## src/hdl/tcwf_pkg.sv

```systemverilog
// Shared widths, constants and beat types for the TSDF cell fusion block.
`default_nettype none

package tcwf_pkg;

    localparam int VALUE_WIDTH      = 16;
    localparam int WEIGHT_WIDTH     = 16;
    localparam int MAX_WEIGHT_WIDTH = 15;

    localparam logic [MAX_WEIGHT_WIDTH-1:0] MAX_WEIGHT_RESET = '1;

    localparam int PRODUCT_WIDTH = VALUE_WIDTH + WEIGHT_WIDTH;
    localparam int ACC_WIDTH     = PRODUCT_WIDTH + 1;
    localparam int SUM_WIDTH     = WEIGHT_WIDTH + 1;
    localparam int CMP_WIDTH     = (SUM_WIDTH > MAX_WEIGHT_WIDTH) ? SUM_WIDTH : MAX_WEIGHT_WIDTH;

    // Per-item control and pass-through results that ride along the divider
    typedef struct packed {
        logic                           avg;
        logic                           neg;
        logic [SUM_WIDTH-1:0]           divisor;
        logic signed [VALUE_WIDTH-1:0]  res_value;
        logic signed [WEIGHT_WIDTH-1:0] res_weight;
    } item_t;

    // Partial remainder, remaining dividend bits and quotient so far
    typedef struct packed {
        item_t                   meta;
        logic [SUM_WIDTH-1:0]    rem;
        logic [VALUE_WIDTH-1:0]  low;
        logic [VALUE_WIDTH-1:0]  quo;
    } div_t;

endpackage

`default_nettype wire

```

## src/hdl/tcwf_in_if.sv

```systemverilog
// Input channel: stored and new cell entries with valid/ready.
`default_nettype none

interface tcwf_in_if
    import tcwf_pkg::*;
();
    logic                           valid;
    logic                           ready;
    logic signed [VALUE_WIDTH-1:0]  old_value;
    logic signed [WEIGHT_WIDTH-1:0] old_weight;
    logic signed [VALUE_WIDTH-1:0]  new_value;
    logic signed [WEIGHT_WIDTH-1:0] meas_weight;

    modport source (output valid, old_value, old_weight, new_value, meas_weight, input ready);
    modport sink   (input valid, old_value, old_weight, new_value, meas_weight, output ready);
endinterface

`default_nettype wire

```

## src/hdl/tcwf_out_if.sv

```systemverilog
// Output channel: fused cell entry with valid/ready.
`default_nettype none

interface tcwf_out_if
    import tcwf_pkg::*;
();
    logic                           valid;
    logic                           ready;
    logic signed [VALUE_WIDTH-1:0]  fused_value;
    logic signed [WEIGHT_WIDTH-1:0] fused_weight;

    modport source (output valid, fused_value, fused_weight, input ready);
    modport sink   (input valid, fused_value, fused_weight, output ready);
endinterface

`default_nettype wire

```

## src/hdl/tcwf_front.sv

```systemverilog
// Front stages: products and case select, weighted sum, magnitude and divider setup.
`default_nettype none

module tcwf_front
    import tcwf_pkg::*;
(
    input  wire logic                        clk,
    input  wire logic                        rst_n,
    tcwf_in_if.sink                          cell_in,
    input  wire logic [MAX_WEIGHT_WIDTH-1:0] weight_limit,
    output logic                             dn_valid,
    input  wire logic                        dn_ready,
    output div_t                             dn_data
);

    logic a_valid_reg;
    logic b_valid_reg;
    logic c_valid_reg;
    logic a_ready;
    logic b_ready;
    logic c_ready;

    logic signed [PRODUCT_WIDTH-1:0] a_p0_reg;
    logic signed [PRODUCT_WIDTH-1:0] a_p1_reg;
    item_t                           a_meta_reg;
    logic signed [ACC_WIDTH-1:0]     b_acc_reg;
    item_t                           b_meta_reg;
    div_t                            c_data_reg;

    logic signed [PRODUCT_WIDTH-1:0] a_p0_next;
    logic signed [PRODUCT_WIDTH-1:0] a_p1_next;
    item_t                           a_meta_next;
    logic signed [ACC_WIDTH-1:0]     b_acc_next;
    div_t                            c_data_next;

    logic                 old_pos;
    logic                 new_pos;
    logic                 new_zero;
    logic [SUM_WIDTH-1:0] wsum;
    logic [CMP_WIDTH-1:0] wsum_ext;
    logic [CMP_WIDTH-1:0] max_ext;
    logic [CMP_WIDTH-1:0] clamped;
    logic                 replace;
    logic                 acc_neg;
    logic [ACC_WIDTH-1:0] mag_full;

    // A stage moves when its successor is empty or moving
    assign c_ready       = !c_valid_reg || dn_ready;
    assign b_ready       = !b_valid_reg || c_ready;
    assign a_ready       = !a_valid_reg || b_ready;
    assign cell_in.ready = a_ready;

    always_comb
    begin
        old_pos  = !cell_in.old_weight[WEIGHT_WIDTH-1] && (|cell_in.old_weight);
        new_pos  = !cell_in.meas_weight[WEIGHT_WIDTH-1] && (|cell_in.meas_weight);
        new_zero = !(|cell_in.meas_weight);
        replace  = !new_zero && !old_pos;
        wsum     = {1'b0, cell_in.old_weight} + {1'b0, cell_in.meas_weight};
        wsum_ext = CMP_WIDTH'(wsum);
        max_ext  = CMP_WIDTH'(weight_limit);
        clamped  = (wsum_ext > max_ext) ? max_ext : wsum_ext;

        a_p0_next = PRODUCT_WIDTH'(cell_in.old_value) * PRODUCT_WIDTH'(cell_in.old_weight);
        a_p1_next = PRODUCT_WIDTH'(cell_in.new_value) * PRODUCT_WIDTH'(cell_in.meas_weight);

        a_meta_next.avg       = old_pos && new_pos;
        a_meta_next.neg       = 1'b0;
        a_meta_next.divisor   = wsum;
        a_meta_next.res_value = replace ? cell_in.new_value : cell_in.old_value;
        if (old_pos && new_pos)
        begin
            a_meta_next.res_weight = WEIGHT_WIDTH'(clamped);
        end
        else if (replace)
        begin
            a_meta_next.res_weight = cell_in.meas_weight;
        end
        else
        begin
            a_meta_next.res_weight = cell_in.old_weight;
        end
    end

    assign b_acc_next = ACC_WIDTH'(a_p0_reg) + ACC_WIDTH'(a_p1_reg);

    // Split the sum into sign and magnitude; the top bits seed the remainder
    always_comb
    begin
        acc_neg  = b_acc_reg[ACC_WIDTH-1];
        mag_full = acc_neg ? (-b_acc_reg) : b_acc_reg;

        c_data_next          = '0;
        c_data_next.meta     = b_meta_reg;
        c_data_next.meta.neg = acc_neg;
        c_data_next.rem      = SUM_WIDTH'(mag_full[PRODUCT_WIDTH-1:VALUE_WIDTH]);
        c_data_next.low      = mag_full[VALUE_WIDTH-1:0];
        c_data_next.quo      = '0;
    end

    always_ff @(posedge clk or negedge rst_n)
    begin
        if (!rst_n)
        begin
            a_valid_reg <= 1'b0;
            b_valid_reg <= 1'b0;
            c_valid_reg <= 1'b0;
        end
        else
        begin
            if (a_ready)
            begin
                a_valid_reg <= cell_in.valid;
            end
            if (b_ready)
            begin
                b_valid_reg <= a_valid_reg;
            end
            if (c_ready)
            begin
                c_valid_reg <= b_valid_reg;
            end
        end
    end

    always_ff @(posedge clk)
    begin
        if (a_ready && cell_in.valid)
        begin
            a_p0_reg   <= a_p0_next;
            a_p1_reg   <= a_p1_next;
            a_meta_reg <= a_meta_next;
        end
        if (b_ready && a_valid_reg)
        begin
            b_acc_reg  <= b_acc_next;
            b_meta_reg <= a_meta_reg;
        end
        if (c_ready && b_valid_reg)
        begin
            c_data_reg <= c_data_next;
        end
    end

    assign dn_valid = c_valid_reg;
    assign dn_data  = c_data_reg;

endmodule

`default_nettype wire

```

## src/hdl/tcwf_div_cell.sv

```systemverilog
// One divider cell: shift in a dividend bit, trial subtract, emit one quotient bit.
`default_nettype none

module tcwf_div_cell
    import tcwf_pkg::*;
(
    input  wire logic clk,
    input  wire logic rst_n,
    input  wire logic up_valid,
    output logic      up_ready,
    input  wire div_t up_data,
    output logic      dn_valid,
    input  wire logic dn_ready,
    output div_t      dn_data
);

    logic                 valid_reg;
    div_t                 data_reg;
    div_t                 data_next;
    logic [SUM_WIDTH:0]   trial;
    logic [SUM_WIDTH:0]   diff;
    logic                 fits;

    assign up_ready = !valid_reg || dn_ready;

    always_comb
    begin
        trial = {up_data.rem, up_data.low[VALUE_WIDTH-1]};
        diff  = trial - {1'b0, up_data.meta.divisor};
        fits  = trial >= {1'b0, up_data.meta.divisor};

        data_next      = up_data;
        data_next.rem  = fits ? diff[SUM_WIDTH-1:0] : trial[SUM_WIDTH-1:0];
        data_next.low  = up_data.low << 1;
        data_next.quo  = {up_data.quo[VALUE_WIDTH-2:0], fits};
    end

    always_ff @(posedge clk or negedge rst_n)
    begin
        if (!rst_n)
        begin
            valid_reg <= 1'b0;
        end
        else if (up_ready)
        begin
            valid_reg <= up_valid;
        end
    end

    always_ff @(posedge clk)
    begin
        if (up_ready && up_valid)
        begin
            data_reg <= data_next;
        end
    end

    assign dn_valid = valid_reg;
    assign dn_data  = data_reg;

endmodule

`default_nettype wire

```

## src/hdl/tcwf_back.sv

```systemverilog
// Output stage: restore the quotient sign, pick the fused entry, hold the result beat.
`default_nettype none

module tcwf_back
    import tcwf_pkg::*;
(
    input  wire logic clk,
    input  wire logic rst_n,
    input  wire logic up_valid,
    output logic      up_ready,
    input  wire div_t up_data,
    tcwf_out_if.source cell_out
);

    logic                           out_valid_reg;
    logic signed [VALUE_WIDTH-1:0]  fused_value_reg;
    logic signed [WEIGHT_WIDTH-1:0] fused_weight_reg;
    logic signed [VALUE_WIDTH-1:0]  value_next;
    logic [VALUE_WIDTH-1:0]         mean;

    assign up_ready = !out_valid_reg || cell_out.ready;

    always_comb
    begin
        mean       = up_data.meta.neg ? (-up_data.quo) : up_data.quo;
        value_next = up_data.meta.avg ? mean : up_data.meta.res_value;
    end

    always_ff @(posedge clk or negedge rst_n)
    begin
        if (!rst_n)
        begin
            out_valid_reg <= 1'b0;
        end
        else if (up_ready)
        begin
            out_valid_reg <= up_valid;
        end
    end

    always_ff @(posedge clk)
    begin
        if (up_ready && up_valid)
        begin
            fused_value_reg  <= value_next;
            fused_weight_reg <= up_data.meta.res_weight;
        end
    end

    assign cell_out.valid        = out_valid_reg;
    assign cell_out.fused_value  = fused_value_reg;
    assign cell_out.fused_weight = fused_weight_reg;

endmodule

`default_nettype wire

```

## src/hdl/tsdf_cell_weighted_fusion.sv

```systemverilog
// TSDF cell fusion: takes one cell beat per cycle while the output is not stalled and returns one
// fused beat per input beat, in order. Beats pass through three front stages (products, weighted
// sum, magnitude), then a chain of VALUE_WIDTH divider cells that each resolve one quotient bit,
// then the output register. The divider chain sets the latency. Every stage has its own valid bit,
// so bubbles close up under back-pressure and a new beat is taken while a finished result waits at
// the output. The weight limit resets to 32767 and is meant to be written only while no beat is in
// flight.
`default_nettype none

module tsdf_cell_weighted_fusion
    import tcwf_pkg::*;
(
    input  wire logic                        clk,
    input  wire logic                        rst_n,
    tcwf_in_if.sink                          cell_in,
    tcwf_out_if.source                       cell_out,
    input  wire logic                        weight_limit_we,
    input  wire logic [MAX_WEIGHT_WIDTH-1:0] weight_limit_wdata
);

    logic [MAX_WEIGHT_WIDTH-1:0] weight_limit_reg;

    logic [VALUE_WIDTH:0] valid_chain;
    logic [VALUE_WIDTH:0] ready_chain;
    div_t                 data_chain [VALUE_WIDTH+1];

    always_ff @(posedge clk or negedge rst_n)
    begin
        if (!rst_n)
        begin
            weight_limit_reg <= MAX_WEIGHT_RESET;
        end
        else if (weight_limit_we)
        begin
            weight_limit_reg <= weight_limit_wdata;
        end
    end

    tcwf_front u_front (
        .clk          (clk),
        .rst_n        (rst_n),
        .cell_in      (cell_in),
        .weight_limit (weight_limit_reg),
        .dn_valid     (valid_chain[0]),
        .dn_ready     (ready_chain[0]),
        .dn_data      (data_chain[0])
    );

    for (genvar k = 0; k < VALUE_WIDTH; k++)
    begin : g_cell
        tcwf_div_cell u_cell (
            .clk      (clk),
            .rst_n    (rst_n),
            .up_valid (valid_chain[k]),
            .up_ready (ready_chain[k]),
            .up_data  (data_chain[k]),
            .dn_valid (valid_chain[k+1]),
            .dn_ready (ready_chain[k+1]),
            .dn_data  (data_chain[k+1])
        );
    end

    tcwf_back u_back (
        .clk      (clk),
        .rst_n    (rst_n),
        .up_valid (valid_chain[VALUE_WIDTH]),
        .up_ready (ready_chain[VALUE_WIDTH]),
        .up_data  (data_chain[VALUE_WIDTH]),
        .cell_out (cell_out)
    );

    // A full chain behind a stalled output must push back on the front
    assert property (@(posedge clk) disable iff (!rst_n)
        ((&valid_chain) && cell_out.valid && !cell_out.ready) |-> !ready_chain[0])
        else $error("divider chain full and output stalled, yet front sees ready");

    // Averaged items leave the divider with a proper remainder
    assert property (@(posedge clk) disable iff (!rst_n)
        (valid_chain[VALUE_WIDTH] && data_chain[VALUE_WIDTH].meta.avg)
            |-> (data_chain[VALUE_WIDTH].rem < data_chain[VALUE_WIDTH].meta.divisor))
        else $error("divider remainder not below divisor");

    // A weighted mean never exceeds the largest magnitude of the value range
    assert property (@(posedge clk) disable iff (!rst_n)
        (valid_chain[VALUE_WIDTH] && data_chain[VALUE_WIDTH].meta.avg)
            |-> (data_chain[VALUE_WIDTH].quo <= {1'b1, {(VALUE_WIDTH-1){1'b0}}}))
        else $error("quotient magnitude out of value range");

endmodule

`default_nettype wire

```

## src/flat_wrapper.sv

```systemverilog
// flat-port wrapper written by rule: the top's interface ports become plain ports
module tsdf_cell_weighted_fusion_flat import tcwf_pkg::*;
  (clk, rst_n, weight_limit_we, weight_limit_wdata, cell_in_valid, cell_in_old_value, cell_in_old_weight, cell_in_new_value, cell_in_meas_weight, cell_in_ready, cell_out_valid, cell_out_fused_value, cell_out_fused_weight, cell_out_ready);
  tcwf_in_if cell_in_i ();
  tcwf_out_if cell_out_i ();
  input  wire logic clk;
  input  wire logic rst_n;
  input  wire logic weight_limit_we;
  input  wire logic [MAX_WEIGHT_WIDTH-1:0] weight_limit_wdata;
  input wire logic [$bits(cell_in_i.valid)-1:0] cell_in_valid;
  input wire logic [$bits(cell_in_i.old_value)-1:0] cell_in_old_value;
  input wire logic [$bits(cell_in_i.old_weight)-1:0] cell_in_old_weight;
  input wire logic [$bits(cell_in_i.new_value)-1:0] cell_in_new_value;
  input wire logic [$bits(cell_in_i.meas_weight)-1:0] cell_in_meas_weight;
  output wire logic [$bits(cell_in_i.ready)-1:0] cell_in_ready;
  output wire logic [$bits(cell_out_i.valid)-1:0] cell_out_valid;
  output wire logic [$bits(cell_out_i.fused_value)-1:0] cell_out_fused_value;
  output wire logic [$bits(cell_out_i.fused_weight)-1:0] cell_out_fused_weight;
  input wire logic [$bits(cell_out_i.ready)-1:0] cell_out_ready;
  assign cell_in_i.valid = cell_in_valid;
  assign cell_in_i.old_value = cell_in_old_value;
  assign cell_in_i.old_weight = cell_in_old_weight;
  assign cell_in_i.new_value = cell_in_new_value;
  assign cell_in_i.meas_weight = cell_in_meas_weight;
  assign cell_in_ready = cell_in_i.ready;
  assign cell_out_valid = cell_out_i.valid;
  assign cell_out_fused_value = cell_out_i.fused_value;
  assign cell_out_fused_weight = cell_out_i.fused_weight;
  assign cell_out_i.ready = cell_out_ready;
  tsdf_cell_weighted_fusion u_core (.clk(clk), .rst_n(rst_n), .cell_in(cell_in_i), .cell_out(cell_out_i), .weight_limit_we(weight_limit_we), .weight_limit_wdata(weight_limit_wdata));
endmodule
```

## config.mk

```make
export PLATFORM = sky130hd
export DESIGN_NAME = tsdf_cell_weighted_fusion_flat
export DESIGN_NICKNAME = d
export VERILOG_FILES = /design/src/hdl/tcwf_pkg.sv /design/src/hdl/tcwf_in_if.sv /design/src/hdl/tcwf_out_if.sv /design/src/hdl/tcwf_front.sv /design/src/hdl/tcwf_div_cell.sv /design/src/hdl/tcwf_back.sv /design/src/hdl/tsdf_cell_weighted_fusion.sv /design/src/flat_wrapper.sv
export SDC_FILE = /design/constraint.sdc
export NUM_CORES = 2
export LEC_CHECK = 0
export BUFFER_PORTS_ARGS = -buffer_cell sky130_fd_sc_hd__buf_2
export CORE_MARGIN = 4
export CORE_UTILIZATION = 45
export CTS_CLUSTER_DIAMETER = 150
export CTS_CLUSTER_SIZE = 20
export DETAILED_ROUTE_END_ITERATION = 8
export SETUP_SLACK_MARGIN = 0.3
export SLEW_MARGIN = 20
export SYNTH_ARGS = -nofsm -noshare
export SYNTH_HDL_FRONTEND = slang
export SYNTH_SLANG_ARGS = --single-unit
```

## constraint.sdc

```tcl
create_clock -name clk -period 20.4 [get_ports clk]
set_input_delay 3.06 -clock clk [delete_from_list [all_inputs] [get_ports clk]]
set_output_delay 3.06 -clock clk [all_outputs]
set_load 0.005 [all_outputs]
```

==> results.cfg <==
[outcome]
status = finished clean

[worst_setup_path]
cp.required_ps = 20840
r2r_slack_ps = 16190
endpoint = u_core.u_front.a_p1_reg[31]
startpoint = cell_in_meas_weight[1]
cp.depth = 21
cp_slowest_cell = fa_1
r2r_cells = 12
r2r_start = u_core.g_cell[9].u_cell.dn_data[31]
crit_top_cell = fa_1
crit_family = adder cells
start_kind = input port
end_kind = flop
r2r_end = u_core.g_cell[10].u_cell.dn_data[36]
path_max_fanout = 20
path_class = in -> reg
crit_path_max_incr_delay_ps = 910
worstPathArrival_ps = 9460
cp_num_buf_inv = 4
crit_chain = buf_2 > nand2_1 > inv_1 > fa_1 > fa_1 > fa_1 > fa_1 > fa_1 > inv_1 > fa_1 > inv_1 > ha_1 > a21oi_1 > nor2b_1 > a311oi_1 > o21ai_0 > a41o_1 > o41ai_1 > o21ba_2 > o21bai_1 > xnor2_1

[sta]
setup_violations = 0
skew_ps = 33.4
min_period_over_period_pct = 44.2
fmax_mhz = 111
slew_headroom_pct = 27.0
rsz0062_at_grt = false
worst_pin_slew_ps = 1080
hold-worst-slack_ps = 403
final.setup.tns_ps = 0
layout_min_cycle_time_ps = 9020
slew_violations = 0
hold_viol = 0
setup_ws_ps = 11380

[pwr]
p_leak_nw = 38.6
ir_drop_mv = 0.313
powerDensity_mw_per_mm2 = 178

[synthesis]
avgSynthCellArea_um2 = 13.3
synth-edff-count = 1622
netlist_instances = 6715
yosysUniqueCellTypes = 84
seq_area_frac_synth_pct = 55.7
synth_nets = 7841
ys_seq_elements = 1657
synth_top_flop_cell = edfxtp_1
syn-cell-area_mm2 = 0.0890
synthArstFlopShare_pct = 2.11
yosys_warnings = 0

[clock_network]
cts_buffer_depth = 3
cts_tree = done
postCtsSetupBuffers = 0
root_buffer = clkbuf_16
clock_latency_ps = 710
clk_pin_slew_ps = 80
cts_buffers = 93
ctsHoldBuffers = 0
clock_sinks = 1657
cts_resized = 0
cts.htree.levels = 3

[die]
core_mm2 = 0.196
die_w_um = 453
die_h_um = 453
fp-row-count = 162
io_pins = 118
start_util_pct = 45.4
dieArea_mm2 = 0.205

[routing]
drt-initial-drc-count = 2349
drtAntennaViolNets = 0
firstDrtPassIters = 5
finalWirelength_mm = 179
routedWlPerCell_um = 18.8
viasPerCell = 5.16
drc = 0
via_count = 49014

[place]
portBuffers = 117
place_hpwl_mm = 137
placed_cell_area_mm2 = 0.0928
post-place-ws_ps = 10680
globalplace.congestion = 0.883

[cells_and_area]
nets = 7966
drive_above_1_share_pct = 7.27
fin_area_mm2 = 0.0954
largest_register_ffs = 1310
post-route-util_pct = 48.7
multi_input_area_mm2 = 0.0354
fillCellCount = 17196
seq_area_mm2 = 0.0496
synthToLayoutAreaGrowth_pct = 7.23

[run]
max-cap-violations = 0

[grt]
grt_pass1_vias = 52098
track_usage_pct = 17.7
grt_pass1_wl_mm = 286
antenna_found_initial = 11
overflow = 0
grt_max_degree = 79

[hold_path]
min_path_type = reg -> reg
Yosys cell counts, types with 24 or more instances:
library cell / number / area [um2]
edfxtp_1: 1622 / 48700
inv_1: 970 / 3640
fa_1: 541 / 10800
ha_1: 501 / 6270
nand2_1: 486 / 1820
a21oi_1: 303 / 1520
nor2_1: 278 / 1040
and2_1: 272 / 1700
xnor2_1: 250 / 2190
o21ai_0: 198 / 991
mux2_2: 142 / 1600
clkbuf_1: 115 / 432
xor2_1: 105 / 920
a21o_1: 101 / 758
nor3_1: 74 / 370
nand3_1: 69 / 345
nand2b_1: 61 / 382
o21a_1: 61 / 458
nor2b_1: 54 / 338
nand4_1: 37 / 231
o21bai_1: 30 / 225
mux2i_1: 28 / 280
and3_1: 24 / 150
or3_1: 24 / 150
worst min-delay path by stage:
stage	startpoint	endpoint	slack, ps	depth (start not counted)
global route	u_core.g_cell[5].u_cell.dn_data[64]	u_core.g_cell[6].u_cell.dn_data[64]	400	0
floorplan	u_core.u_front.dn_data[16]	u_core.g_cell[0].u_cell.dn_data[17]	400	0
CTS	u_core.g_cell[1].u_cell.dn_data[54]	u_core.g_cell[2].u_cell.dn_data[54]	390	0
finish	u_core.g_cell[1].u_cell.dn_data[54]	u_core.g_cell[2].u_cell.dn_data[54]	400	0
detailed placement	u_core.u_front.dn_data[20]	u_core.g_cell[0].u_cell.dn_data[21]	400	0
global placement	u_core.g_cell[7].u_cell.dn_data[4]	u_core.g_cell[8].u_cell.dn_data[5]	400	0
power by group:
group	total [W]	internal [W]	switching, W
sequential	0.00559	0.00522	0.000367
combinational	0.00952	0.00414	0.00538
clock	0.00186	0.000838	0.00102
area by class of cell:
cell class / count / area share (%)
Antenna cell: 2 / 0.00525
Clock inverter: 9 / 0.146
Multi-Input combinational cell: 3961 / 37.1
Clock buffer: 113 / 2.52
Tap cell: 2624 / 3.44
Inverter: 970 / 3.82
Sequential cell: 1657 / 52.0
Timing Repair Buffer: 157 / 0.957
routing by layer:
metal	part of all wire, %	track usage [%]
met1	39	20.8
met2	53	32.7
met3	3.3	1.93
met4	4.5	7.47
met5	0.026	0
cell families after synthesis:
logic type	synth area share, %
adder cells (fa/ha/maj)	19.2
multiplexers	2.23
XOR/XNOR	3.49
AO/OA/AOI/OAI	6.67
buffers and inverters	4.65
flip-flops	55.7
AND/OR/NAND/NOR	7.99
cells in the final DEF, fill, tap and decap left out, drive strengths merged, types with 61 or more instances in the layout:
cell type,synthesis,routed
a21o,102,102
a21oi,303,303
and2,272,272
buf,12,157
clkbuf,115,113
edfxtp,1622,1622
fa,541,541
ha,501,501
inv,970,973
mux2,149,149
nand2,486,486
nand2b,61,61
nand3,69,69
nor2,278,278
nor3,76,76
o21a,61,61
o21ai,201,201
xnor2,250,250
xor2,105,105
metrics by stage:
stage / total power, W / std cells
6_report: 0.0170 / 9493
5_1_grt: 0.0185 / 9491
4_1_cts: 0.0172 / 9490
3_5_place_dp: 0.0152 / 9368
3_3_place_gp: 0.0150 / 9367
2_1_floorplan: 0.0128 / 6715
Note: power is estimated with default switching activity, not from simulation.
